[src/rtl/swb_pkg.sv]
package swb_pkg;

	// Opcodes of an input word.
	localparam logic [2:0] OP_TICK   = 3'd0;
	localparam logic [2:0] OP_START  = 3'd1;
	localparam logic [2:0] OP_STOP   = 3'd2;
	localparam logic [2:0] OP_RESET  = 3'd3;
	localparam logic [2:0] OP_STATUS = 3'd4;
	localparam logic [2:0] OP_READ   = 3'd5;

	// Status codes of a result word.
	localparam logic [1:0] STAT_RUN     = 2'd0;
	localparam logic [1:0] STAT_BUSY    = 2'd1;
	localparam logic [1:0] STAT_STOPPED = 2'd2;
	localparam logic [1:0] STAT_ERROR   = 2'd3;

	localparam logic [15:0] TPS_RESET = 16'd1000;
	localparam logic [7:0]  SEC_MAX   = 8'd255;

	// One stopwatch as it is kept in the state memory.
	typedef struct packed {
		logic        running;
		logic [15:0] prescale;
		logic [7:0]  seconds;
	} swb_entry_t;

	// Advances one stopwatch by one tick.
	function automatic swb_entry_t swb_advance(swb_entry_t e, logic [15:0] tps);
		swb_entry_t r;
		logic [15:0] nxt;
		r   = e;
		nxt = e.prescale + 16'd1;
		if (e.running) begin
			if (nxt >= tps) begin
				r.prescale = '0;
				if (e.seconds != SEC_MAX) begin
					r.seconds = e.seconds + 8'd1;
				end
			end else begin
				r.prescale = nxt;
			end
		end
		return r;
	endfunction

endpackage

[src/rtl/stopwatch_bank_core.sv]
// A bank of NUM_STOPWATCHES one-second stopwatches driven by a millisecond tick word.
// Every input word yields exactly one result word. All stopwatch state lives in one
// synchronous memory with one entry per stopwatch, so each word is worked through
// that memory's single read and write port. A tick walks the entries one per cycle,
// reading the next entry while the previous one is written back, and then offers its
// result. A command on one stopwatch reads its entry, then modifies and writes it,
// before offering its result; an out-of-range index or an undefined opcode offers its
// result without a memory access. The input is stalled from acceptance until the
// result has moved into the output register, even if that result is still waiting to
// be taken, and the next word can be accepted once it has. A full output register
// holds the result back and so keeps the input stalled for longer.
// No clearing pass is needed after reset: a valid flag per entry makes an unwritten
// entry read as an idle stopwatch at zero.
module stopwatch_bank_core
	import swb_pkg::*;
#(
	parameter int NUM_STOPWATCHES = 8
) (
	input  logic        clk,
	input  logic        arst_n,
	input  logic        in_valid,
	output logic        in_stall,
	input  logic [2:0]  opcode,
	input  logic [3:0]  stopwatch_index,
	output logic        out_valid,
	input  logic        out_stall,
	output logic [1:0]  status,
	output logic [7:0]  seconds,
	input  logic        cfg_valid,
	output logic        cfg_ready,
	input  logic [15:0] ticks_per_second
);

	localparam int AW = NUM_STOPWATCHES > 1 ? $clog2(NUM_STOPWATCHES) : 1;
	localparam int EW = $bits(swb_entry_t);

	// Sequencer states.
	localparam logic [1:0] S_IDLE   = 2'd0;
	localparam logic [1:0] S_WALK   = 2'd1;
	localparam logic [1:0] S_CMD    = 2'd2;
	localparam logic [1:0] S_RESULT = 2'd3;

	logic [1:0]           state_q;
	logic [AW-1:0]        walk_q;
	logic [2:0]           op_q;
	logic [AW-1:0]        idx_q;
	logic [15:0]          tps_q;
	logic [NUM_STOPWATCHES-1:0] vld_q;
	logic                 rvld_s1;
	logic [1:0]           res_status_q;
	logic [7:0]           res_seconds_q;
	logic                 out_valid_q;
	logic [1:0]           status_q;
	logic [7:0]           seconds_q;

	logic                 in_acc;
	logic                 out_free;
	logic                 idx_ok;
	logic                 op_cmd;
	logic                 walk_last;
	logic                 re;
	logic [AW-1:0]        raddr;
	logic                 we;
	logic [AW-1:0]        waddr;
	logic [EW-1:0]        rdata;
	swb_entry_t           cur;
	swb_entry_t           upd;
	logic [1:0]           cmd_status;

	assign in_stall  = (state_q != S_IDLE);
	assign in_acc    = in_valid && !in_stall;
	assign out_free  = !out_valid_q || !out_stall;
	assign idx_ok    = stopwatch_index < 4'(NUM_STOPWATCHES);
	assign op_cmd    = (opcode != OP_TICK) && (opcode <= OP_READ);
	assign walk_last = (walk_q == AW'(NUM_STOPWATCHES - 1));
	assign cfg_ready = 1'b1;

	// The memory reads the first entry of a tick walk or the addressed entry on
	// acceptance, then the following entry on every walk cycle but the last.
	always_comb begin
		re    = 1'b0;
		raddr = '0;
		unique case (state_q)
			S_IDLE: begin
				re    = in_acc && ((opcode == OP_TICK) || (op_cmd && idx_ok));
				raddr = (opcode == OP_TICK) ? '0 : stopwatch_index[AW-1:0];
			end
			S_WALK: begin
				re    = !walk_last;
				raddr = AW'(walk_q + 1'b1);
			end
			default: begin
				re    = 1'b0;
				raddr = '0;
			end
		endcase
	end

	swb_ram #(
		.WIDTH (EW),
		.DEPTH (NUM_STOPWATCHES)
	) u_state_ram (
		.clk   (clk),
		.we    (we),
		.waddr (waddr),
		.wdata (upd),
		.re    (re),
		.raddr (raddr),
		.rdata (rdata)
	);

	// An entry that has never been written is an idle stopwatch at zero.
	assign cur = rvld_s1 ? swb_entry_t'(rdata) : '0;

	// Modify step: a tick advances the entry, a command acts on it.
	always_comb begin
		upd        = cur;
		cmd_status = STAT_RUN;
		if (state_q == S_WALK) begin
			upd = swb_advance(cur, tps_q);
		end else begin
			unique case (op_q)
				OP_START: begin
					if (!cur.running) begin
						upd.seconds = '0;
						upd.running = 1'b1;
						cmd_status  = STAT_RUN;
					end else begin
						cmd_status = STAT_BUSY;
					end
				end
				OP_STOP: begin
					upd.running = 1'b0;
					cmd_status  = STAT_STOPPED;
				end
				OP_RESET: begin
					if (!cur.running) begin
						upd.seconds = '0;
					end
					cmd_status = STAT_RUN;
				end
				default: begin
					cmd_status = cur.running ? STAT_RUN : STAT_STOPPED;
				end
			endcase
		end
	end

	// Write-back happens in the cycle after the read of the same entry; during a walk
	// the read of the next entry runs alongside, so no two accesses collide.
	assign we    = (state_q == S_WALK) || (state_q == S_CMD);
	assign waddr = (state_q == S_WALK) ? walk_q : idx_q;

	always_ff @(posedge clk or negedge arst_n) begin
		if (!arst_n) begin
			state_q     <= S_IDLE;
			walk_q      <= '0;
			tps_q       <= TPS_RESET;
			vld_q       <= '0;
			rvld_s1     <= 1'b0;
			out_valid_q <= 1'b0;
		end else begin
			if (cfg_valid && cfg_ready) begin
				tps_q <= ticks_per_second;
			end
			if (re) begin
				rvld_s1 <= vld_q[raddr];
			end
			if (we) begin
				vld_q[waddr] <= 1'b1;
			end
			// A finished result refills the output register in the cycle it is emptied.
			if ((state_q == S_RESULT) && out_free) begin
				out_valid_q <= 1'b1;
			end else if (out_valid_q && !out_stall) begin
				out_valid_q <= 1'b0;
			end
			unique case (state_q)
				S_IDLE: begin
					if (in_acc) begin
						walk_q <= '0;
						if (opcode == OP_TICK) begin
							state_q <= S_WALK;
						end else if (op_cmd && idx_ok) begin
							state_q <= S_CMD;
						end else begin
							state_q <= S_RESULT;
						end
					end
				end
				S_WALK: begin
					if (walk_last) begin
						state_q <= S_RESULT;
					end else begin
						walk_q <= AW'(walk_q + 1'b1);
					end
				end
				S_CMD: begin
					state_q <= S_RESULT;
				end
				S_RESULT: begin
					if (out_free) begin
						state_q <= S_IDLE;
					end
				end
				default: begin
					state_q <= S_IDLE;
				end
			endcase
		end
	end

	// Payload registers: the captured command, the pending result and the output word.
	always_ff @(posedge clk) begin
		if (in_acc) begin
			op_q          <= opcode;
			idx_q         <= stopwatch_index[AW-1:0];
			res_status_q  <= (opcode == OP_TICK) ? STAT_RUN : STAT_ERROR;
			res_seconds_q <= '0;
		end
		if (state_q == S_CMD) begin
			res_status_q  <= cmd_status;
			res_seconds_q <= upd.seconds;
		end
		if ((state_q == S_RESULT) && out_free) begin
			status_q  <= res_status_q;
			seconds_q <= res_seconds_q;
		end
	end

	assign out_valid = out_valid_q;
	assign status    = status_q;
	assign seconds   = seconds_q;

	// The memory is written only while an accepted word is being worked through.
	a_write_in_work: assert property (@(posedge clk) disable iff (!arst_n)
		we |-> (state_q == S_WALK || state_q == S_CMD))
		else $error("state memory written outside a walk or command");

	// A result word appears only when the sequencer hands one over.
	a_out_from_result: assert property (@(posedge clk) disable iff (!arst_n)
		$rose(out_valid) |-> $past(state_q) == S_RESULT)
		else $error("result word without a finished item");

	// An accepted word always leaves the idle state on the next cycle.
	a_accept_busy: assert property (@(posedge clk) disable iff (!arst_n)
		in_acc |=> state_q != S_IDLE)
		else $error("accepted word was not taken up");

	// Error results never report a seconds count; ticks do not either, but only errors are checked here.
	a_zero_seconds: assert property (@(posedge clk) disable iff (!arst_n)
		(out_valid && (status == STAT_ERROR)) |-> seconds == 8'd0)
		else $error("error result carries a seconds count");

endmodule

[src/rtl/swb_ram.sv]
module swb_ram #(
	parameter int WIDTH = 25,
	parameter int DEPTH = 8
) (
	input  logic                                     clk,
	input  logic                                     we,
	input  logic [(DEPTH > 1 ? $clog2(DEPTH) : 1)-1:0] waddr,
	input  logic [WIDTH-1:0]                         wdata,
	input  logic                                     re,
	input  logic [(DEPTH > 1 ? $clog2(DEPTH) : 1)-1:0] raddr,
	output logic [WIDTH-1:0]                         rdata
);

	logic [WIDTH-1:0] mem_q [DEPTH];

	always_ff @(posedge clk) begin
		if (we) begin
			mem_q[waddr] <= wdata;
		end
		if (re) begin
			rdata <= mem_q[raddr];
		end
	end

endmodule

[config.mk]
export PLATFORM = sky130hd
export DESIGN_NAME = stopwatch_bank_core
export DESIGN_NICKNAME = d
export VERILOG_FILES = /design/src/rtl/swb_pkg.sv /design/src/rtl/stopwatch_bank_core.sv /design/src/rtl/swb_ram.sv
export SDC_FILE = /design/constraint.sdc
export NUM_CORES = 1
export LEC_CHECK = 0
export BUFFER_PORTS_ARGS = -buffer_cell sky130_fd_sc_hd__buf_2
export CAP_MARGIN = 5
export CORE_MARGIN = 3
export CORE_UTILIZATION = 45
export CTS_CLUSTER_SIZE = 16
export DETAILED_ROUTE_END_ITERATION = 10
export PLACE_DENSITY = 0.69
export SYNTH_ARGS = -nofsm -noshare
export SYNTH_HDL_FRONTEND = slang
export SYNTH_SLANG_ARGS = --single-unit
[constraint.sdc]
create_clock -name clk -period 7.5 [get_ports clk]
set_input_delay 1.875 -clock clk [delete_from_list [all_inputs] [get_ports clk]]
set_output_delay 1.875 -clock clk [all_outputs]
set_load 0.02 [all_outputs]
# Yosys cells after proc, flatten, opt, wreduce, memory -nomap -nowiden
# Memories as Yosys holds them, arrays and structs flattened. A register that Yosys moved wholly into a read port is not among the register bits.
# Cells that the tools add are included.
# totals
memories	1
regBits	57
ram_bits	200
# memory_table
name	depth	width	rd	rd_clocked_by_memory_dff	write_ports	line_no	text
u_state_ram.mem_q	8	25	1	1	1	swb_ram.sv:14	logic [WIDTH-1:0] mem_q [DEPTH];
# op_classes
reduce_logical	24
muxes	41
eq_ne	12
magnitude_cmp	6
n_addsub	3
bitwise	1
# op_table
cell	n
two-way mux 8 bit	7
two-way mux 16 bit	2
two-way mux 25 bit	1
two-way mux 24 bit	1
two-way mux 2 bit	9
adder 16 x 1 -> 16 bit (second input constant)	1
>= comparator 16 bit	1
two-way mux 3 bit	4
case mux 3 bit (2 select lines)	2
two-way mux 1 bit	9
adder 8 x 1 -> 8 bit (second input constant)	1
< comparator 3 x 4 -> 1 bit (second input constant)	2
inequality test 2 bit (second input constant)	4
inequality test 8 bit (second input constant)	1
OR 8 bit	1
case mux 2 bit (4 select lines)	1
nonzero test 2 bit	4
logical AND 1 bit	7
== test 3 x 2 -> 1 bit (second input constant)	2
case mux 2 bit (3 select lines)	1
AND reduction 3 bit	2
== test 2 bit (second input constant)	2
logical NOT 1 bit	4
< comparator 4 bit (second input constant)	1
14 further kinds	17

# Longest topological paths before layout
# logic_depth
ltp_word	7
mapped_depth	19
mapped_depth_nobuf	14

# Cells and area by module
# Synthesis repeated with hierarchy kept, for this count alone.
# unflattened
cells_unflattened	791
hier_area_um2	12617.1
# modules_own_cells
mod	cells_per_inst	instances	seq_area_each_um2	area_per_inst_um2
swb_ram	328	1	6756.5	8511.9
stopwatch_bank_core	463	1	1564.0	4105.2

# Least setup slack after synthesis
# OpenSTA, ideal clock, no wires.
# synth_path
path_kind	register -> register
startpoint	reg rvld_s1
endpoint	mem u_state_ram.mem_q[0][6], data pin
arrival_time_ps	4154
period_less_slack_ps	4418
t_required_ps	7236
path_slack_ps	3082
setup_time_ps	264
path_stages_with_launch	19
cell_sequence	dfrtp_1 -> buf_2 -> clkbuf_1 -> buf_2 -> and2_1 -> ha_1 -> nand3_1 -> or2_2 -> clkbuf_1 -> nor3_1 -> nor2_1 -> or2_2 -> ha_1 -> nand4_1 -> a211oi_1 -> a32oi_1 -> a21oi_1 -> a22oi_1 -> nor3_1
# synth_via
elab_chain_cells	6
word_cells_on_any_way	11
cone_classes	add/sub (2); order compare (1); eq/ne (1); mux (7)
# synth_lines
item	line_no	text
start, declared	stopwatch_bank_core.sv:49	logic rvld_s1;
start signal, assigned	stopwatch_bank_core.sv:167	rvld_s1 <= vld_q[raddr];
two-way mux 25 bit *	stopwatch_bank_core.sv:113	assign cur = rvld_s1 ? swb_entry_t'(rdata) : '0;
adder 16 x 1 -> 16 bit, or another cell as far along	swb_pkg.sv:32	nxt = e.prescale + 16'd1;
>= comparator 16 bit / two-way mux 8 bit (equally long branches)	swb_pkg.sv:34, swb_pkg.sv:36	
two-way mux 8 bit	swb_pkg.sv:34	if (nxt >= tps) begin
two-way mux 24 bit	swb_pkg.sv:33	if (e.running) begin
two-way mux 8 bit *	stopwatch_bank_core.sv:119	if (state_q == S_WALK) begin
net u_state_ram.wdata[6]	swb_ram.sv:8	input logic [WIDTH-1:0] wdata,
end, declared	swb_ram.sv:14	
# The timed path passes the listed nets; every way through them passes the cells marked *.

# Final worst setup path
# layout_path
startpoint	reg rvld_s1
endpoint	mem u_state_ram.mem_q[4][14], data pin
# layout_via
elab_chain_cells	6
# layout_lines
item	line_no
two-way mux 25 bit *	stopwatch_bank_core.sv:113
adder 16 x 1 -> 16 bit	swb_pkg.sv:32
>= comparator 16 bit	swb_pkg.sv:34
two-way mux 16 bit	swb_pkg.sv:34
two-way mux 24 bit	swb_pkg.sv:33
two-way mux 16 bit *	stopwatch_bank_core.sv:119
net u_state_ram.wdata[14]	swb_ram.sv:8
# Marks and branches as above.

==> metrics.md <==
| Metric | Value |
|---|---|
| Outcome | `complete, no violations` |
| Max_slew headroom | `0.245` |
| CTS-repair resized insts | `0` |
| Largest net degree at the start of global routing | `69` |
| Worst-Skew Late Latency | `0.54 ns` |
| Levels on crit path | `14` |
| Critical path's top delay family | `simple AND/OR/NAND/NOR gates` |
| Final setup vio count | `0` |
| CP max-delay cell | `dfrtp_1` |
| Final hold vios | `0` |
| Max Cap Viol | `0` |
| FF-to-FF End | `u_state_ram.mem_q[4][14]` |
| Crit Path Max Fanout | `39` |
| Worst setup EP type | `flip-flop` |
| Final core utilization | `0.514` |
| Critical Path Start | `rvld_s1` |
| Syn avg cell area | `11.5 µm²` |
| Hold-fix buffers, CTS | `0` |
| Post CTS Setup Buffer Count | `0` |
| # port buffers | `39` |
| Via-to-Cell Ratio | `5.57` |
| Cell row count | `60` |
| Setup TNS | `0 ns` |
| #FFs+latches synth | `282` |
| Max rail drop VDD | `0.000222 V` |
| Synth Flop Type | `edfxtp_1` |
| Placed insts | `1411` |
| Reg clk slew, reported paths | `0.06 ns` |
| Worst hold path class | `reg2reg` |
| CP Cell Sequence | `and2_1 > ha_1 > nand3_1 > nor4_1 > nand3_1 > xnor2_1 > and2_1 > ha_1 > nand4_1 > nor2_1 > a2111o_1 > nor3_2 > a21oi_1 > o21ai_0` |
| Final Cycle Share | `0.760` |
| Clk sinks | `282` |
| Antenna cells | `0` |
| Worst path bufs/invs | `0` |
| Core Area | `0.0270 mm²` |
| YS warnings | `0` |
| Register area share after synthesis | `0.673` |
| Startpoint Class | `flip-flop` |
| Worst setup endpoint | `u_state_ram.mem_q[4][14]` |
| Hold slack | `0.426 ns` |
| Total grt overflow | `0` |
| H-Tree Depth | `1` |
| DIE AREA | `0.0295 mm²` |
| Pwr Density | `446 mW/mm²` |
| Maximum clock path buffer count | `3` |
| Initial antenna violation count | `0` |
| Syn Std Cell Area | `0.0124 mm²` |
| R2r worst-path depth | `14` |
| RSZ-0062 raised after global routing | `no` |
| Worst Setup Path Type | `reg2reg` |
| Non-Filler Instances | `1462` |
| Nets | `1152` |
| HPWL Detailed | `16000 µm` |
| Fmax | `0.175 GHz` |
| Remaining DRCs | `0` |
| WL/cell | `18.7 µm` |
| Die height | `172 µm` |
| Vias in the first global route | `7745` |
| Cells after Synth | `1072` |
| Share of cells above drive strength 1 | `0.117` |
| Worst path arrival time | `5.93 ns` |
| Multi-input logic area | `0.00381 mm²` |
| Filler Cells Inserted | `2277` |
| Vias | `8142` |
| Number of flops mapped to enable cells by yosys | `251` |
| Initial Utilization | `0.459` |
| Pins Over Slew Limit | `0` |
| First-pass GRT wire length | `42600 µm` |
| Reg2Reg Setup Slack | `1.80 ns` |
| Worst R2R Start | `rvld_s1` |
| Share of synthesized registers carrying an async set or reset | `0.110` |
| Drt pass-1 iters | `5` |
| Post-Syn Nets | `1124` |
| Worst path max stage delay | `1.08 ns` |
| Post-synth cell types | `60` |
| Root Driver | `clkbuf_16` |
| Register area | `0.00832 mm²` |
| Critical Path RT | `7.73 ns` |
| Starting DRT DRC Count | `646` |
| Worst-Margin Slew | `1.12 ns` |
| I/O pins | `41` |
| Post-route ant nets | `0` |
| Synthesis-to-finish area growth | `12.0%` |
| All-layer global routing usage | `0.185` |
| Die width | `172 µm` |
| Final min period | `5.70 ns` |
| CTS buffer count | `28` |
| HP Start | `res_seconds_q[3]` |
| Leakage power | `0.00510 µW` |
| CTS tree | `done` |
| Drt total wl | `27300 µm` |
| Placer Congestion | `0.899` |
| Setup Skew | `0.0139 ns` |
synth_stat cells (all sizes together) (5+ instances only):
master  number  area (µm²)
a211oi       5        37.5
a21o         7        52.6
a21oi       15        75.1
a22o        10        87.6
a31oi        8        50.1
and2        17         106
and3         5        31.3
buf         12        52.6
clkbuf      42         158
dfrtp       25         626
dfstp        6         158
edfxtp     251        7540
ha          24         300
inv         27         101
nand2      280        1050
nand2b       5        31.3
nand3      143         716
nand4        7        43.8
nor2        35         131
nor3         9        50.1
o21ai       59         295
or2         13        81.3
xnor2        7        61.3
flip-flops by register name (all words and copies together), names as in the netlist, 3 cells and up:
signal,count
op_q,3
vld_q,8
u_state_ram.rdata,25
walk_q,3
res_seconds_q,8
seconds,8
u_state_ram.mem_q,200
tps_q,16
idx_q,3
cell type report:
cell class,instances,area share
Multi-Input combinational cell,709,0.275
Timing Repair Buffer,52,0.0211
Clock buffer,39,0.0573
Inverter,27,0.00731
Sequential cell,282,0.601
Tap cell,341,0.0308
Clock inverter,12,0.00831
cells by family after synthesis:
logic type / Yosys count / share of synthesized area
AND/OR/NAND/NOR: 527 / 0.189
flip-flops: 282 / 0.673
AO/OA/AOI/OAI: 140 / 0.0734
buffers and inverters: 81 / 0.0252
adder cells (fa/ha/maj): 24 / 0.0243
XOR/XNOR: 11 / 0.00779
multiplexers: 6 / 0.00708
other: 1 / 0.000303
metal layers:
| layer | global-route usage | share of wire |
|---|---|---|
| met5 | 0 | 0 |
| met1 | 0.259 | 0.44 |
| met3 | 0.0244 | 0.065 |
| met2 | 0.307 | 0.48 |
| met4 | 0.0486 | 0.020 |
worst register-to-register path, stage by stage, from the launching register on:
cell      delay [ns]
dfrtp_1         1.08
and2_1          0.29
ha_1            0.26
nand3_1         0.13
nor4_1          0.51
nand3_1         0.16
xnor2_1         0.28
and2_1          0.18
ha_1            0.24
nand4_1         0.15
nor2_1          0.10
a2111o_1        0.45
nor3_2          0.82
a21oi_1         0.15
o21ai_0         0.61
how the worst min path moves through the flow:
stage | slack [ns] | depth (start not counted) | to
after floorplan | 0.40 | 0 | seconds[0]
after global placement | 0.41 | 0 | seconds[2]
after detailed placement | 0.41 | 0 | seconds[3]
after CTS | 0.43 | 0 | seconds[3]
after global routing | 0.43 | 0 | seconds[3]
final | 0.43 | 0 | seconds[3]
power by group:
part,switching [µW],total [µW],internal [µW]
clock network,560,1360,805
registers,224,2690,2470
logic,1490,2120,630
total,2280,6180,3900
placed cells by master (no fill, tap or decap), types with 6 or more instances in the layout:
master and count:
and2_1 17, a21o_1 7, inv_1 27, clkbuf_1 7, xnor2_1 7, buf_4 13
edfxtp_1 251, dfstp_2 6, nand4_1 7, a21oi_1 14, clkbuf_16 29, nand3_1 143
nor2_1 27, buf_2 39, a31oi_1 8, or2_2 13, nor3_1 8, a22o_1 8
nand2_1 280, o21ai_0 58, ha_1 24, dfrtp_1 25
per-stage QoR:
stage / setup WS, ns / power, µW / cell area [µm²]
after floorplan: 3.08 / 4140 / 12400
after global placement: 2.10 / 4790 / 12900
after detailed placement: 1.95 / 4850 / 12900
after CTS: 1.91 / 6220 / 13900
after global routing: 1.27 / 6590 / 13900
final: 1.80 / 6180 / 13900
No activity file was read; power rests on OpenSTA's default activity.
